<file path="config.mk">
export PLATFORM = sky130hd
export DESIGN_NAME = shared_unit_request_queue
export DESIGN_NICKNAME = d
export VERILOG_FILES = /design/src/surq_pkg.sv /design/src/surq_ram.sv /design/src/surq_lat_lookup.sv /design/src/shared_unit_request_queue.sv
export SDC_FILE = /design/constraint.sdc
export NUM_CORES = 1
export LEC_CHECK = 0
export ABC_CLOCK_PERIOD_IN_PS = 5300
export BUFFER_PORTS_ARGS = -buffer_cell sky130_fd_sc_hd__buf_2
export CORE_MARGIN = 2
export CORE_UTILIZATION = 30
export CTS_CLUSTER_DIAMETER = 200
export CTS_CLUSTER_SIZE = 40
export DETAILED_ROUTE_END_ITERATION = 6
export PLACE_DENSITY_LB_ADDON = 0.08
export SLEW_MARGIN = 20
export SYNTH_ARGS = -nofsm -noshare
export SYNTH_HDL_FRONTEND = slang
export SYNTH_HIERARCHICAL = 1
export SYNTH_SLANG_ARGS = --single-unit
</file>
<file path="constraint.sdc">
create_clock -name clk -period 5.3 [get_ports clk]
set_clock_uncertainty 0.05 [all_clocks]
set_input_delay 1.59 -clock clk [delete_from_list [all_inputs] [get_ports clk]]
set_output_delay 1.59 -clock clk [all_outputs]
set_load 0.05 [all_outputs]
</file>
<file path="src/surq_pkg.sv">
// Shared types, codes and latency tables for the shared unit request queue.
`default_nettype none

package surq_pkg;

    localparam int CPU_W   = 4;
    localparam int THR_W   = 4;
    localparam int OP_W    = 4;
    localparam int LAT_W   = 8;
    localparam int CNT_W   = 5;
    localparam int EV_W    = 3;
    localparam int KIND_W  = 2;
    localparam int CIDX_W  = 2;
    localparam int CDATA_W = 8;

    // event codes
    localparam logic [EV_W-1:0] EV_STARTED   = 3'd0;
    localparam logic [EV_W-1:0] EV_QUEUED    = 3'd1;
    localparam logic [EV_W-1:0] EV_REJECTED  = 3'd2;
    localparam logic [EV_W-1:0] EV_COMPLETED = 3'd3;
    localparam logic [EV_W-1:0] EV_DEQUEUED  = 3'd4;

    // item kinds
    localparam logic REQ_UNIT = 1'b0;
    localparam logic REQ_TICK = 1'b1;

    // unit kinds
    localparam logic [KIND_W-1:0] KIND_TRIG   = 2'd0;
    localparam logic [KIND_W-1:0] KIND_MATRIX = 2'd1;

    // configuration register indexes
    localparam logic [CIDX_W-1:0] CFG_UNIT_KIND   = 2'd0;
    localparam logic [CIDX_W-1:0] CFG_DEFAULT_LAT = 2'd1;
    localparam logic [CIDX_W-1:0] CFG_QUEUE_LIMIT = 2'd2;

    // configuration reset values
    localparam logic [KIND_W-1:0] RST_UNIT_KIND   = 2'd0;
    localparam logic [LAT_W-1:0]  RST_DEFAULT_LAT = 8'd10;
    localparam logic [CNT_W-1:0]  RST_QUEUE_LIMIT = 5'd4;

    typedef struct packed {
        logic [CPU_W-1:0] cpu;
        logic [THR_W-1:0] thread;
        logic [LAT_W-1:0] lat;
    } entry_t;

    // table hit flag in the top bit, latency below
    function automatic logic [LAT_W:0] trig_lat(input logic [OP_W-1:0] op);
        logic [LAT_W:0] r;
        begin
            case (op)
                4'd0:    r = {1'b1, 8'd15};
                4'd1:    r = {1'b1, 8'd15};
                4'd2:    r = {1'b1, 8'd20};
                4'd3:    r = {1'b1, 8'd18};
                4'd4:    r = {1'b1, 8'd22};
                4'd5:    r = {1'b1, 8'd12};
                4'd6:    r = {1'b1, 8'd18};
                default: r = '0;
            endcase
            return r;
        end
    endfunction

    function automatic logic [LAT_W:0] matrix_lat(input logic [OP_W-1:0] op);
        logic [LAT_W:0] r;
        begin
            case (op)
                4'd0:    r = {1'b1, 8'd50};
                4'd1:    r = {1'b1, 8'd9};
                4'd2:    r = {1'b1, 8'd100};
                4'd3:    r = {1'b1, 8'd27};
                4'd4:    r = {1'b1, 8'd9};
                4'd5:    r = {1'b1, 8'd9};
                default: r = '0;
            endcase
            return r;
        end
    endfunction

endpackage

`default_nettype wire

</file>
<file path="src/surq_ram.sv">
// Generic single-write, single-read RAM with registered read data.
`default_nettype none

module surq_ram #(
    parameter int WIDTH = 16,
    parameter int DEPTH = 16
) (
    input  wire logic                                   clk,
    input  wire logic                                   we,
    input  wire logic [(DEPTH > 1 ? $clog2(DEPTH) : 1)-1:0] waddr,
    input  wire logic [WIDTH-1:0]                       wdata,
    input  wire logic                                   re,
    input  wire logic [(DEPTH > 1 ? $clog2(DEPTH) : 1)-1:0] raddr,
    output logic      [WIDTH-1:0]                       rdata
);

    logic [WIDTH-1:0] mem [DEPTH];

    always_ff @(posedge clk)
    begin
        if (we)
        begin
            mem[waddr] <= wdata;
        end
        if (re)
        begin
            rdata <= mem[raddr];
        end
    end

endmodule

`default_nettype wire

</file>
<file path="src/surq_lat_lookup.sv">
// Operation latency lookup from the built-in unit tables or the default latency.
`default_nettype none

module surq_lat_lookup (
    input  wire logic [surq_pkg::KIND_W-1:0] unit_kind,
    input  wire logic [surq_pkg::LAT_W-1:0]  dflt_lat,
    input  wire logic [surq_pkg::OP_W-1:0]   op_code,
    output logic      [surq_pkg::LAT_W-1:0]  lat
);

    logic [surq_pkg::LAT_W:0] trig_hit;
    logic [surq_pkg::LAT_W:0] mat_hit;

    always_comb
    begin
        trig_hit = surq_pkg::trig_lat(op_code);
        mat_hit  = surq_pkg::matrix_lat(op_code);
        lat      = dflt_lat;
        if (unit_kind == surq_pkg::KIND_TRIG && trig_hit[surq_pkg::LAT_W])
        begin
            lat = trig_hit[surq_pkg::LAT_W-1:0];
        end
        else if (unit_kind == surq_pkg::KIND_MATRIX && mat_hit[surq_pkg::LAT_W])
        begin
            lat = mat_hit[surq_pkg::LAT_W-1:0];
        end
    end

endmodule

`default_nettype wire

</file>
<file path="src/shared_unit_request_queue.sv">
// Shared unit request queue: arbitration state, wait queue and result register.
// Results are registered: they appear in the result register in the cycle after start is taken.
// Throughput: one item per cycle while busy is low; a completion with a waiting request
// gives two beats, completion then dequeue; busy is high while the first is out (queue RAM read).
// Reset clears unit state, queue pointers and the result strobe, and loads the
// register defaults; queue storage is not cleared. The receiver cannot stall.
`default_nettype none

module shared_unit_request_queue #(
    parameter int QUEUE_DEPTH = 16
) (
    input  wire logic                            clk,
    input  wire logic                            rst_n,
    // configuration
    input  wire logic                            cfg_we,
    input  wire logic [surq_pkg::CIDX_W-1:0]     cfg_index,
    input  wire logic [surq_pkg::CDATA_W-1:0]    cfg_data,
    // command
    input  wire logic                            start,
    output logic                                 busy,
    input  wire logic                            req_type,
    input  wire logic [surq_pkg::CPU_W-1:0]      cpu_id,
    input  wire logic [surq_pkg::THR_W-1:0]      thread_id,
    input  wire logic [surq_pkg::OP_W-1:0]       op_code,
    // results
    output logic                                 strobe,
    output logic [surq_pkg::EV_W-1:0]            event_res,
    output logic [surq_pkg::CPU_W-1:0]           who_cpu,
    output logic [surq_pkg::THR_W-1:0]           who_thread,
    output logic [surq_pkg::LAT_W-1:0]           op_latency,
    output logic [surq_pkg::CNT_W-1:0]           waiting,
    output logic                                 last
);

    localparam int PTR_W = (QUEUE_DEPTH > 1) ? $clog2(QUEUE_DEPTH) : 1;
    localparam logic [PTR_W-1:0] PTR_LAST = PTR_W'(QUEUE_DEPTH - 1);
    localparam int ENTRY_W = $bits(surq_pkg::entry_t);

    // configuration registers
    logic [surq_pkg::KIND_W-1:0] unit_kind_reg;
    logic [surq_pkg::LAT_W-1:0]  default_lat_reg;
    logic [surq_pkg::CNT_W-1:0]  queue_limit_reg;

    // unit state
    logic                        unit_busy_reg, unit_busy_next;
    logic [surq_pkg::LAT_W-1:0]  ticks_reg, ticks_next;
    logic [surq_pkg::CPU_W-1:0]  owner_cpu_reg, owner_cpu_next;
    logic [surq_pkg::THR_W-1:0]  owner_thr_reg, owner_thr_next;
    logic [PTR_W-1:0]            head_reg, head_next;
    logic [PTR_W-1:0]            tail_reg, tail_next;
    logic [surq_pkg::CNT_W-1:0]  count_reg, count_next;
    logic                        pend_reg, pend_next;

    // result register
    logic                        strobe_reg, strobe_next;
    logic [surq_pkg::EV_W-1:0]   ev_reg, ev_next;
    logic [surq_pkg::CPU_W-1:0]  who_cpu_reg, who_cpu_next;
    logic [surq_pkg::THR_W-1:0]  who_thr_reg, who_thr_next;
    logic [surq_pkg::LAT_W-1:0]  lat_reg, lat_next;
    logic [surq_pkg::CNT_W-1:0]  wait_reg, wait_next;
    logic                        last_reg, last_next;

    logic                        accept;
    logic [surq_pkg::LAT_W-1:0]  req_lat;
    logic [surq_pkg::CNT_W-1:0]  limit;
    logic                        ram_we;
    logic                        ram_re;
    surq_pkg::entry_t            ram_wdata;
    surq_pkg::entry_t            ram_rdata;
    logic [ENTRY_W-1:0]          ram_rbits;

    assign busy   = pend_reg;
    assign accept = start && !pend_reg;

    surq_lat_lookup u_lat (
        .unit_kind (unit_kind_reg),
        .dflt_lat  (default_lat_reg),
        .op_code   (op_code),
        .lat       (req_lat)
    );

    surq_ram #(
        .WIDTH (ENTRY_W),
        .DEPTH (QUEUE_DEPTH)
    ) u_queue_ram (
        .clk   (clk),
        .we    (ram_we),
        .waddr (tail_reg),
        .wdata (ram_wdata),
        .re    (ram_re),
        .raddr (head_reg),
        .rdata (ram_rbits)
    );

    assign ram_rdata = surq_pkg::entry_t'(ram_rbits);

    // limit saturates at the queue depth
    always_comb
    begin
        if (32'(queue_limit_reg) > 32'(QUEUE_DEPTH))
        begin
            limit = surq_pkg::CNT_W'(QUEUE_DEPTH);
        end
        else
        begin
            limit = queue_limit_reg;
        end
    end

    always_comb
    begin
        unit_busy_next = unit_busy_reg;
        ticks_next     = ticks_reg;
        owner_cpu_next = owner_cpu_reg;
        owner_thr_next = owner_thr_reg;
        head_next      = head_reg;
        tail_next      = tail_reg;
        count_next     = count_reg;
        pend_next      = 1'b0;

        strobe_next    = 1'b0;
        ev_next        = ev_reg;
        who_cpu_next   = who_cpu_reg;
        who_thr_next   = who_thr_reg;
        lat_next       = lat_reg;
        wait_next      = wait_reg;
        last_next      = last_reg;

        ram_we         = 1'b0;
        ram_re         = 1'b0;
        ram_wdata      = '{cpu: cpu_id, thread: thread_id, lat: req_lat};

        if (pend_reg)
        begin
            // head entry has been read; start it
            unit_busy_next = 1'b1;
            owner_cpu_next = ram_rdata.cpu;
            owner_thr_next = ram_rdata.thread;
            ticks_next     = ram_rdata.lat;
            head_next      = (head_reg == PTR_LAST) ? '0 : head_reg + 1'b1;
            count_next     = count_reg - 1'b1;
            strobe_next    = 1'b1;
            ev_next        = surq_pkg::EV_DEQUEUED;
            who_cpu_next   = ram_rdata.cpu;
            who_thr_next   = ram_rdata.thread;
            lat_next       = ram_rdata.lat;
            wait_next      = count_reg - 1'b1;
            last_next      = 1'b1;
        end
        else if (accept)
        begin
            if (req_type == surq_pkg::REQ_UNIT)
            begin
                strobe_next  = 1'b1;
                who_cpu_next = cpu_id;
                who_thr_next = thread_id;
                last_next    = 1'b1;
                if (!unit_busy_reg)
                begin
                    unit_busy_next = 1'b1;
                    owner_cpu_next = cpu_id;
                    owner_thr_next = thread_id;
                    ticks_next     = req_lat;
                    ev_next        = surq_pkg::EV_STARTED;
                    lat_next       = req_lat;
                    wait_next      = count_reg;
                end
                else if (count_reg < limit)
                begin
                    ram_we     = 1'b1;
                    tail_next  = (tail_reg == PTR_LAST) ? '0 : tail_reg + 1'b1;
                    count_next = count_reg + 1'b1;
                    ev_next    = surq_pkg::EV_QUEUED;
                    lat_next   = req_lat;
                    wait_next  = count_reg + 1'b1;
                end
                else
                begin
                    ev_next   = surq_pkg::EV_REJECTED;
                    lat_next  = '0;
                    wait_next = count_reg;
                end
            end
            else if (unit_busy_reg)
            begin
                if (ticks_reg > surq_pkg::LAT_W'(1))
                begin
                    ticks_next = ticks_reg - 1'b1;
                end
                else
                begin
                    strobe_next    = 1'b1;
                    ev_next        = surq_pkg::EV_COMPLETED;
                    who_cpu_next   = owner_cpu_reg;
                    who_thr_next   = owner_thr_reg;
                    lat_next       = '0;
                    wait_next      = count_reg;
                    owner_cpu_next = '0;
                    owner_thr_next = '0;
                    ticks_next     = '0;
                    if (count_reg == '0)
                    begin
                        unit_busy_next = 1'b0;
                        last_next      = 1'b1;
                    end
                    else
                    begin
                        // fetch the oldest waiting request for next cycle
                        last_next = 1'b0;
                        ram_re    = 1'b1;
                        pend_next = 1'b1;
                    end
                end
            end
        end
    end

    always_ff @(posedge clk or negedge rst_n)
    begin
        if (!rst_n)
        begin
            unit_kind_reg   <= surq_pkg::RST_UNIT_KIND;
            default_lat_reg <= surq_pkg::RST_DEFAULT_LAT;
            queue_limit_reg <= surq_pkg::RST_QUEUE_LIMIT;
        end
        else if (cfg_we)
        begin
            unique case (cfg_index)
                surq_pkg::CFG_UNIT_KIND:
                begin
                    unit_kind_reg <= cfg_data[surq_pkg::KIND_W-1:0];
                end
                surq_pkg::CFG_DEFAULT_LAT:
                begin
                    default_lat_reg <= cfg_data[surq_pkg::LAT_W-1:0];
                end
                surq_pkg::CFG_QUEUE_LIMIT:
                begin
                    queue_limit_reg <= cfg_data[surq_pkg::CNT_W-1:0];
                end
                default:
                begin
                end
            endcase
        end
    end

    always_ff @(posedge clk or negedge rst_n)
    begin
        if (!rst_n)
        begin
            unit_busy_reg <= 1'b0;
            ticks_reg     <= '0;
            owner_cpu_reg <= '0;
            owner_thr_reg <= '0;
            head_reg      <= '0;
            tail_reg      <= '0;
            count_reg     <= '0;
            pend_reg      <= 1'b0;
            strobe_reg    <= 1'b0;
        end
        else
        begin
            unit_busy_reg <= unit_busy_next;
            ticks_reg     <= ticks_next;
            owner_cpu_reg <= owner_cpu_next;
            owner_thr_reg <= owner_thr_next;
            head_reg      <= head_next;
            tail_reg      <= tail_next;
            count_reg     <= count_next;
            pend_reg      <= pend_next;
            strobe_reg    <= strobe_next;
        end
    end

    // result beat payload
    always_ff @(posedge clk)
    begin
        ev_reg      <= ev_next;
        who_cpu_reg <= who_cpu_next;
        who_thr_reg <= who_thr_next;
        lat_reg     <= lat_next;
        wait_reg    <= wait_next;
        last_reg    <= last_next;
    end

    assign strobe     = strobe_reg;
    assign event_res  = ev_reg;
    assign who_cpu    = who_cpu_reg;
    assign who_thread = who_thr_reg;
    assign op_latency = lat_reg;
    assign waiting    = wait_reg;
    assign last       = last_reg;

endmodule

`default_nettype wire
</file>
Word level (Yosys, flattened, before mapping)
Memories as Yosys holds them, arrays and structs flattened. A register that Yosys moved wholly into a read port is not among the register bits.
Index checks and enable logic that the tools add are counted.
W data, S select, Z words.
- mux-type cells: 82
- order comparisons: 3
- add/sub/neg operators: 5
- reduce and logical (&&, ||, !) cells: 21
- bitwise gates (word level): 2
- equal/unequal tests: 18
- operator list (operator ; count):
    $mux W8 ; 15
    $mux W4 ; 22
    $mux W5 ; 11
    $pmux W9 S5 ; 1
    $pmux W9 S4 ; 1
    $mux W1 ; 27
    $eq A4 B3 Y1 const B ; 3
    $mux W3 ; 3
    $reduce_and A3 Y1 ; 3
    $add A4 B1 Y4 const B ; 2
    $eq A4 B2 Y1 const B ; 2
    $eq A4 B4 Y1 const B ; 2
    $gt A8 B1 Y1 const B ; 1
    $reduce_and A2 Y1 ; 4
    $sub A8 B1 Y8 const B ; 1
    $ne A3 B3 Y1 const B ; 2
    $add A5 B1 Y5 const B ; 1
    $gt A5 B5 Y1 const B ; 1
    $logic_not A5 Y1 ; 1
    $lt A5 B5 Y1 ; 1
    $reduce_and A5 Y1 ; 1
    $sub A5 B1 Y5 const B ; 1
    $eq A2 B1 Y1 const B ; 2
    $eq A4 B1 Y1 const B ; 1
    other kinds (15) ; 22
- input port bits: 27
- memories kept: 1
- bits in writable memories: 256
- bits in registers: 72
- output and inout port bits: 27
- memory list (memory ; depth ; width ; rd ports ; clocked after memory_dff ; wr ports ; RTL line ; text):
    u_queue_ram.mem ; 16 ; 16 ; 1 ; 1 ; 1 ; surq_ram.sv:17 ; logic [WIDTH-1:0] mem [DEPTH];

Depth between registers and ports, before layout
Gate-level depths: netlist (run 1).
- depth in word-level cells: 11
- mapped depth: 10

Cells and area by module
The synthesis (run 1) kept the hierarchy.
- modules (own cells, without submodules) (module ; times used ; cells each ; sequential area each (sq um) ; area an instance (sq um)):
    surq_ram ; 1 ; 432 ; 8167.8 ; 10203.5
    shared_unit_request_queue ; 1 ; 349 ; 1890.6 ; 3724.8
    surq_lat_lookup ; 1 ; 49 ; 0.0 ; 310.3

Least setup slack after synthesis (run 1)
No wires, ideal clock.
- kind: input to register
- start point: input start
- end point: memory u_queue_ram.mem[0][0] (enable)
- path slack: 0.570 ns
- required time: 4.841 ns
- path buffers: 1
- setup time: 0.409 ns
- stages: 7
- data arrival time: 4.271 ns
- cell sequence: clkbuf_1 nand4bb_1 a211oi_1 nand2_1 inv_1 or3b_2 nor3_1
- cells in the longest elaborated chain, start to end: 5
- RTL lines (item ; RTL line ; text):
    start, declared ; shared_unit_request_queue.sv:19 ; input wire logic start,
    $logic_and A1 B1 Y1 ; shared_unit_request_queue.sv:73 ; assign accept = start && !pend_reg;
    $mux W1 ; shared_unit_request_queue.sv:150 ; else if (accept)
    $mux W1 ; shared_unit_request_queue.sv:133 ; if (pend_reg)
    named net ram_we ; shared_unit_request_queue.sv:66 ; logic ram_we;
    $mux W1 ; surq_ram.sv:21 ; if (we)
    $mux W1 (not written as such) ; surq_ram.sv:23 ; mem[waddr] <= wdata;
    end, declared ; surq_ram.sv:17 ;
The timed path passes the listed nets, and every way through them passes these cells.

Worst setup path after layout (run 1)
- start point: input start
- end point: memory u_queue_ram.mem[0][11] (enable)
The elaborated chain is that of the path after synthesis.

==> impl_metrics.json, run 1 <==
{
  "synthMuxAreaShare_pct": 12.44,
  "drtPass1Iterations": 5,
  "vias_per_cell": 4.994,
  "crit_arrival_ps": 3950,
  "worst_slew_pin_slew_ps": 1037,
  "wl_per_cell_um": 24.49,
  "drc": 0,
  "cp-start-kind": "input pin",
  "relSlewSlack_pct": 30.82,
  "status": "complete, no violations",
  "ir_worst_vdd_mv": 0.2333,
  "power_density_nw_per_um2": 415.0,
  "cts-root-buf": "clkbuf_16",
  "grt_pass1_vias": 7621,
  "synth_top_area_share_pct": 61.79,
  "worstReg2RegStart": "queue_limit_reg[4]",
  "antenna_found_initial": 0,
  "synth_area_leaders": "edfxtp_1 62%, mux4_2 8.5%, dfrtp_1 7.7%, mux2_2 2.1%, mux4_1 1.8%",
  "grt_max_degree": 65,
  "synthSimpleGateAreaFrac_pct": 5.914,
  "num_vias": 7466,
  "crit_start": "start",
  "power_leakage_nw": 5.112,
  "reg.largest.list": "u_queue_ram/mem: 256 flops, u_queue_ram/rdata: 16 flops",
  "drv_slew": 0,
  "dpl.cell_count": 1477,
  "syn_area_um2": 14240,
  "cts_resized": 0,
  "critPathKind": "in2reg",
  "crit_required_ps": 5440,
  "initial_core_util_pct": 30.52,
  "synth_cells": 830,
  "power.switching_mw": 2.095,
  "num_rows": 79,
  "worstHoldPathCells": 2,
  "overflow": 0,
  "synth_top_family_by_area": "multiplexers",
  "min_to": "event_res[2]",
  "postCtsSetupRepairBufs": 0,
  "timing.rr.end": "u_queue_ram/mem[0][11]",
  "critPathMaxFanout": 16,
  "io_buffer_count": 53,
  "nets": 922,
  "comb_power_share_pct": 26.2,
  "finalCritPeriodShare_pct": 71.80,
  "top_register": "u_queue_ram/mem",
  "wirelength_mm": 36.62,
  "synth_top_area_cell": "edfxtp_1",
  "cts_tree": "built",
  "largest_reg_flops": 256,
  "finalPower_mw": 6.519,
  "clk_latency_ps": 530,
  "synthAdderAreaFrac_pct": 0.9666,
  "chipWidth_um": 221.9,
  "ff2ff_path_depth": 10,
  "rsz0062_at_grt": "false",
  "fin_tns_setup_ps": 0,
  "numCtsBuffers": 12,
  "antenna_left": 0,
  "final_common_cell": "edfxtp_1",
  "fin_crit_ps": 3806,
  "hp-class": "reg2reg",
  "final_hold_viol_count": 0,
  "synth-async-reset-ratio_pct": 13.66,
  "reg2reg_setup_slack_ps": 1830,
  "clock-sinks": 344,
  "hold_ws_ps": 454.6,
  "cap_viol_max_count": 0,
  "synth_xor_area_share_pct": 0.7381,
  "hold_start": "event_res[2]",
  "dp_hpwl_mm": 23.59,
  "clkTransAtPathRegs_ps": 160,
  "synth_flop_cell": "edfxtp_1",
  "endpoint_kind": "register",
  "track_usage_pct": 14.85,
  "synth_compound_area_share_pct": 7.311,
  "mostFrequentLayoutCells": "293 x edfxtp_1, 68 x nand2_1, 54 x mux4_2",
  "grt_pass1_wl_mm": 53.99,
  "area_delta_synth_final_pct": 10.31,
  "setup_violations": 0,
  "place_congestion": 0.7378,
  "synth-edff-count": 293,
  "swShare_pct": 32.13,
  "clock_power_share_pct": 19.5,
  "cts_hold_buf": 0,
  "synth-seq-cells": 344,
  "yosys_warnings": 6,
  "max_freq_ghz": 0.2628,
  "io-pin-count": 54,
  "drt_iter0_drc": 592,
  "syn_avg_cell_area_um2": 17.16,
  "h-tree-depth": 1,
  "design.core.area_um2": 46650,
  "instances_no_fill": 1495,
  "die_area_um2": 49220,
  "intPower_mw": 4.424,
  "seq_area_frac_synth_pct": 70.64,
  "synth_cell_types": 74,
  "die_h_um": 221.9,
  "drive_above_1_share_pct": 25.03,
  "synth_fp_nets": 868,
  "seq_power_share_pct": 54.3,
  "clockBufferDepth": 3
}
## kinds of logic after synthesis
group                      Yosys count
AOI/OAI and AO/OA                  148
xor gates and xnor gates            12
adders and majority gates           11
buffers and inverters               59
DFF                                344
muxes                               90
and+or+nand+nor                    166
## final cells by class
class,instances,area [um^2]
multi-input combinational,427,3960
sequential,344,10060
inverter,15,56.30
clock inverter,1,16.27
antenna,1,2.502
tap,607,759.5
timing repair buffer,84,510.5
clock buffer,16,336.6
fill,4481,30950
## stage by stage
stage                     setup slack [ps]  instance area (um^2)  util, %
after floorplan                      569.7                 14240        -
after global placement                1037                 15350    32.90
after detailed placement             974.3                 15350    32.90
after CTS                             1513                 15700    33.66
after global routing                  1358                 15700    33.66
final                                 1494                 15710    33.67
## synth_stat cells, types with 11 or more instances
library cell,instances
edfxtp_1,293
xnor2_1,11
inv_1,14
dfrtp_1,44
mux4_2,54
a31oi_1,16
a22oi_1,34
nor2_1,31
mux2_2,26
clkbuf_1,22
o21ai_0,33
nand2_1,68
ha_1,11
## critical path, cell delays in order
cell	delay (ps)
buf_2	160
nand4bb_1	200
a211oi_1	550
nand2_1	250
inv_1	190
or3b_2	550
nor3_2	140
buf_4	320
## metal layers
metal / up-vias / part of all wire [%] / track usage, %
li1: 3408 / - / -
met1: 3922 / 48 / 21.25
met2: 112 / 47 / 24.17
met3: 24 / 3.1 / 2.041
met4: 0 / 2.0 / 3.095
met5: - / 0 / 0
## power groups by stage
stage                     logic [mW]  registers (mW)  clock network (mW)
final                           1.71            3.54                1.27
after global routing            1.87            3.58                1.41
after CTS                       1.76            3.54                1.34
after global placement          1.75            3.61                   0
after detailed placement        1.75            3.60                   0
after floorplan                 1.15            3.55                   0
## worst max-delay path by stage
| stage | to | slack (ps) |
|---|---|---|
| 3_3_place_gp | u_queue_ram/mem[0][12] | 1040 |
| 5_1_grt | u_queue_ram/mem[0][11] | 1360 |
| 3_5_place_dp | u_queue_ram/mem[0][10] | 970 |
| 6_report | u_queue_ram/mem[0][11] | 1490 |
| 4_1_cts | u_queue_ram/mem[0][11] | 1510 |
| 2_1_floorplan | u_queue_ram/mem[0][0] | 570 |
No activity file was read; power rests on OpenSTA's default activity.
==> run 2: changes to the inputs <==
Settings changed: ABC_CLOCK_PERIOD_IN_PS 5300 to 3500.
Clock period 5.3 ns to 3.5 ns, I/O delays scaled along.
==> run 2 against run 1 <==
  * Final cell count up 1.3%
  * Design area is 1.6% higher
  * Combinational power increased by 57%
  * First-iteration DRC count decreased by 16%
  * Total power increased by 52%
  * Die area unchanged
  * Register-to-register slack worse by 1400 ps
  * Critical path depth grew 2
  * Global-route usage decreased by 1.1 points
  * Worst setup slack got worse by 1100 ps
  * Clock power increased by 50%
  * Non-clock buffer count is 20 higher
  * Largest cell class unchanged
  * Highest routed layer unchanged
==> impl_metrics.json, run 2 (synthesis results as in run 1) <==
{
  "status": "complete, no violations",
  "comb_power_share_pct": 27.1,
  "cp-start-kind": "register",
  "drive_above_1_share_pct": 26.35,
  "track_usage_pct": 13.75,
  "antennaDiodeCount": 0,
  "grt_pass1_wl_mm": 51.42,
  "intPower_mw": 6.792,
  "swShare_pct": 31.42,
  "chipWidth_um": 221.9,
  "h-tree-depth": 1,
  "seq_power_share_pct": 53.6,
  "crit_required_ps": 3670,
  "grt_pass1_vias": 7686,
  "worst_slew_pin_slew_ps": 727.7,
  "wl_per_cell_um": 22.29,
  "num_vias": 7491,
  "crit_slowest_cell": "or3b_2",
  "final_hold_viol_count": 0,
  "antenna_found_initial": 0,
  "numCtsBuffers": 12,
  "place_congestion": 0.7559,
  "overflow": 0,
  "hold_ws_ps": 389.2,
  "power_density_nw_per_um2": 620.5,
  "cts-root-buf": "clkbuf_16",
  "cts_resized": 0,
  "clock-sinks": 344,
  "fin_crit_ps": 3099,
  "design.core.area_um2": 46650,
  "top_register": "u_queue_ram/mem",
  "num_rows": 79,
  "drc": 0,
  "critPathMaxFanout": 16,
  "critPathKind": "reg2reg",
  "clock_power_share_pct": 19.2,
  "area_delta_synth_final_pct": 12.08,
  "power.switching_mw": 3.111,
  "rsz0062_at_grt": "false",
  "largest_reg_flops": 256,
  "critPathMaxStageDelay_ps": 590,
  "clk_latency_ps": 520,
  "dpl.cell_count": 1497,
  "postCtsSetupRepairBufs": 0,
  "nets": 942,
  "mostFrequentLayoutCells": "293 x edfxtp_1, 68 x nand2_1, 54 x mux4_2",
  "cts_tree": "built",
  "cap_viol_max_count": 0,
  "crit_arrival_ps": 3270,
  "regArea_um2": 10060,
  "io-pin-count": 54,
  "endpoint_kind": "register",
  "multi_input_area_um2": 3978,
  "instances_no_fill": 1514,
  "max_freq_ghz": 0.3227,
  "reg.largest.list": "u_queue_ram/mem: 256 flops, u_queue_ram/rdata: 16 flops",
  "vias_per_cell": 4.948,
  "drtPass1Iterations": 4,
  "hp-class": "in2async",
  "grt_max_degree": 66,
  "dp_hpwl_mm": 23.20,
  "drv_slew": 0,
  "clockBufferDepth": 3,
  "ir_worst_vdd_mv": 0.3187,
  "antenna_left": 0,
  "path_cells": "inv_1 -> nand2_1 -> ha_1 -> a21o_1 -> a211oi_1 -> nand2_1 -> inv_1 -> or3b_2 -> nor3_4 -> buf_12",
  "relSlewSlack_pct": 50.80,
  "die_h_um": 221.9,
  "io_buffer_count": 53,
  "die_area_um2": 49220,
  "finalCritPeriodShare_pct": 88.53,
  "initial_core_util_pct": 30.52,
  "cts_hold_buf": 0,
  "drt_iter0_drc": 500,
  "final_common_cell": "edfxtp_1",
  "fill_cells": 4499,
  "clkTransAtPathRegs_ps": 150,
  "power_leakage_nw": 5.242,
  "setup_violations": 0,
  "wirelength_mm": 33.75,
  "fin_tns_setup_ps": 0
}
==> run 2: worst paths after layout <==
path,start,endpoint,slack [ps],cells after the start
max,queue_limit_reg[4],u_queue_ram/mem[0][11],400,10
min,rst_n,owner_cpu_reg[2],390,1
min reg2reg,event_res[2],event_res[2],450,2
min in group clk,event_res[2],event_res[2],450,2
max reg2reg,queue_limit_reg[4],u_queue_ram/mem[0][11],400,10
max in group asynchronous,rst_n,default_lat_reg[1],2270,2
==> run 2: power by group through the flow <==
stage / clock [mW] / sequential [mW] / combinational (mW)
floorplan: 0 / 5.39 / 1.75
global placement: 0 / 5.41 / 2.73
detailed placement: 0 / 5.41 / 2.72
CTS: 2.02 / 5.32 / 2.73
global route: 2.13 / 5.37 / 2.93
finish: 1.91 / 5.31 / 2.69
==> run 2: critical path, delay by kind of cell, from the launching register on <==
| kind | cells | cell delay (ps) |
|---|---|---|
| AND/OR/NAND/NOR | 4 | 1030 |
| AO/OA/AOI/OAI | 2 | 560 |
| buffers and inverters | 3 | 460 |
| flip-flops | 1 | 430 |
| adder cells (fa/ha/maj) | 1 | 280 |
==> run 2: layout make-up <==
| type | instances | area share (%) |
|---|---|---|
| flip-flops and latches | 344 | 63.07 |
| multi-input cells | 427 | 24.92 |
| well taps | 607 | 4.759 |
| repair buffers | 104 | 4.688 |
| clock buffers | 16 | 2.109 |
| inverters | 15 | 0.3528 |
| clock inverters | 1 | 0.1019 |
==> run 2: layer usage <==
metal  wire length [um]  vias up  share of wire [%]  global-route usage [%]
met3                743       18                2.2                   1.232
met4                450        0                1.3                   2.310
met5                  0        -                  0                       0
met2              16040      104                 48                   22.50
li1                   -     3451                  -                       -
met1              16520     3918                 49                   20.25
==> run 2: per-stage QoR <==
step	setup WS [ps]	utilization [%]	total power [mW]	area, um^2
after floorplan	-269.7	-	7.141	14260
after global placement	139.0	33.45	8.145	15600
after detailed placement	154.0	33.45	8.133	15610
after CTS	392.5	34.21	10.07	15960
after global routing	212.3	34.21	10.43	15960
final	401.4	34.21	9.902	15960
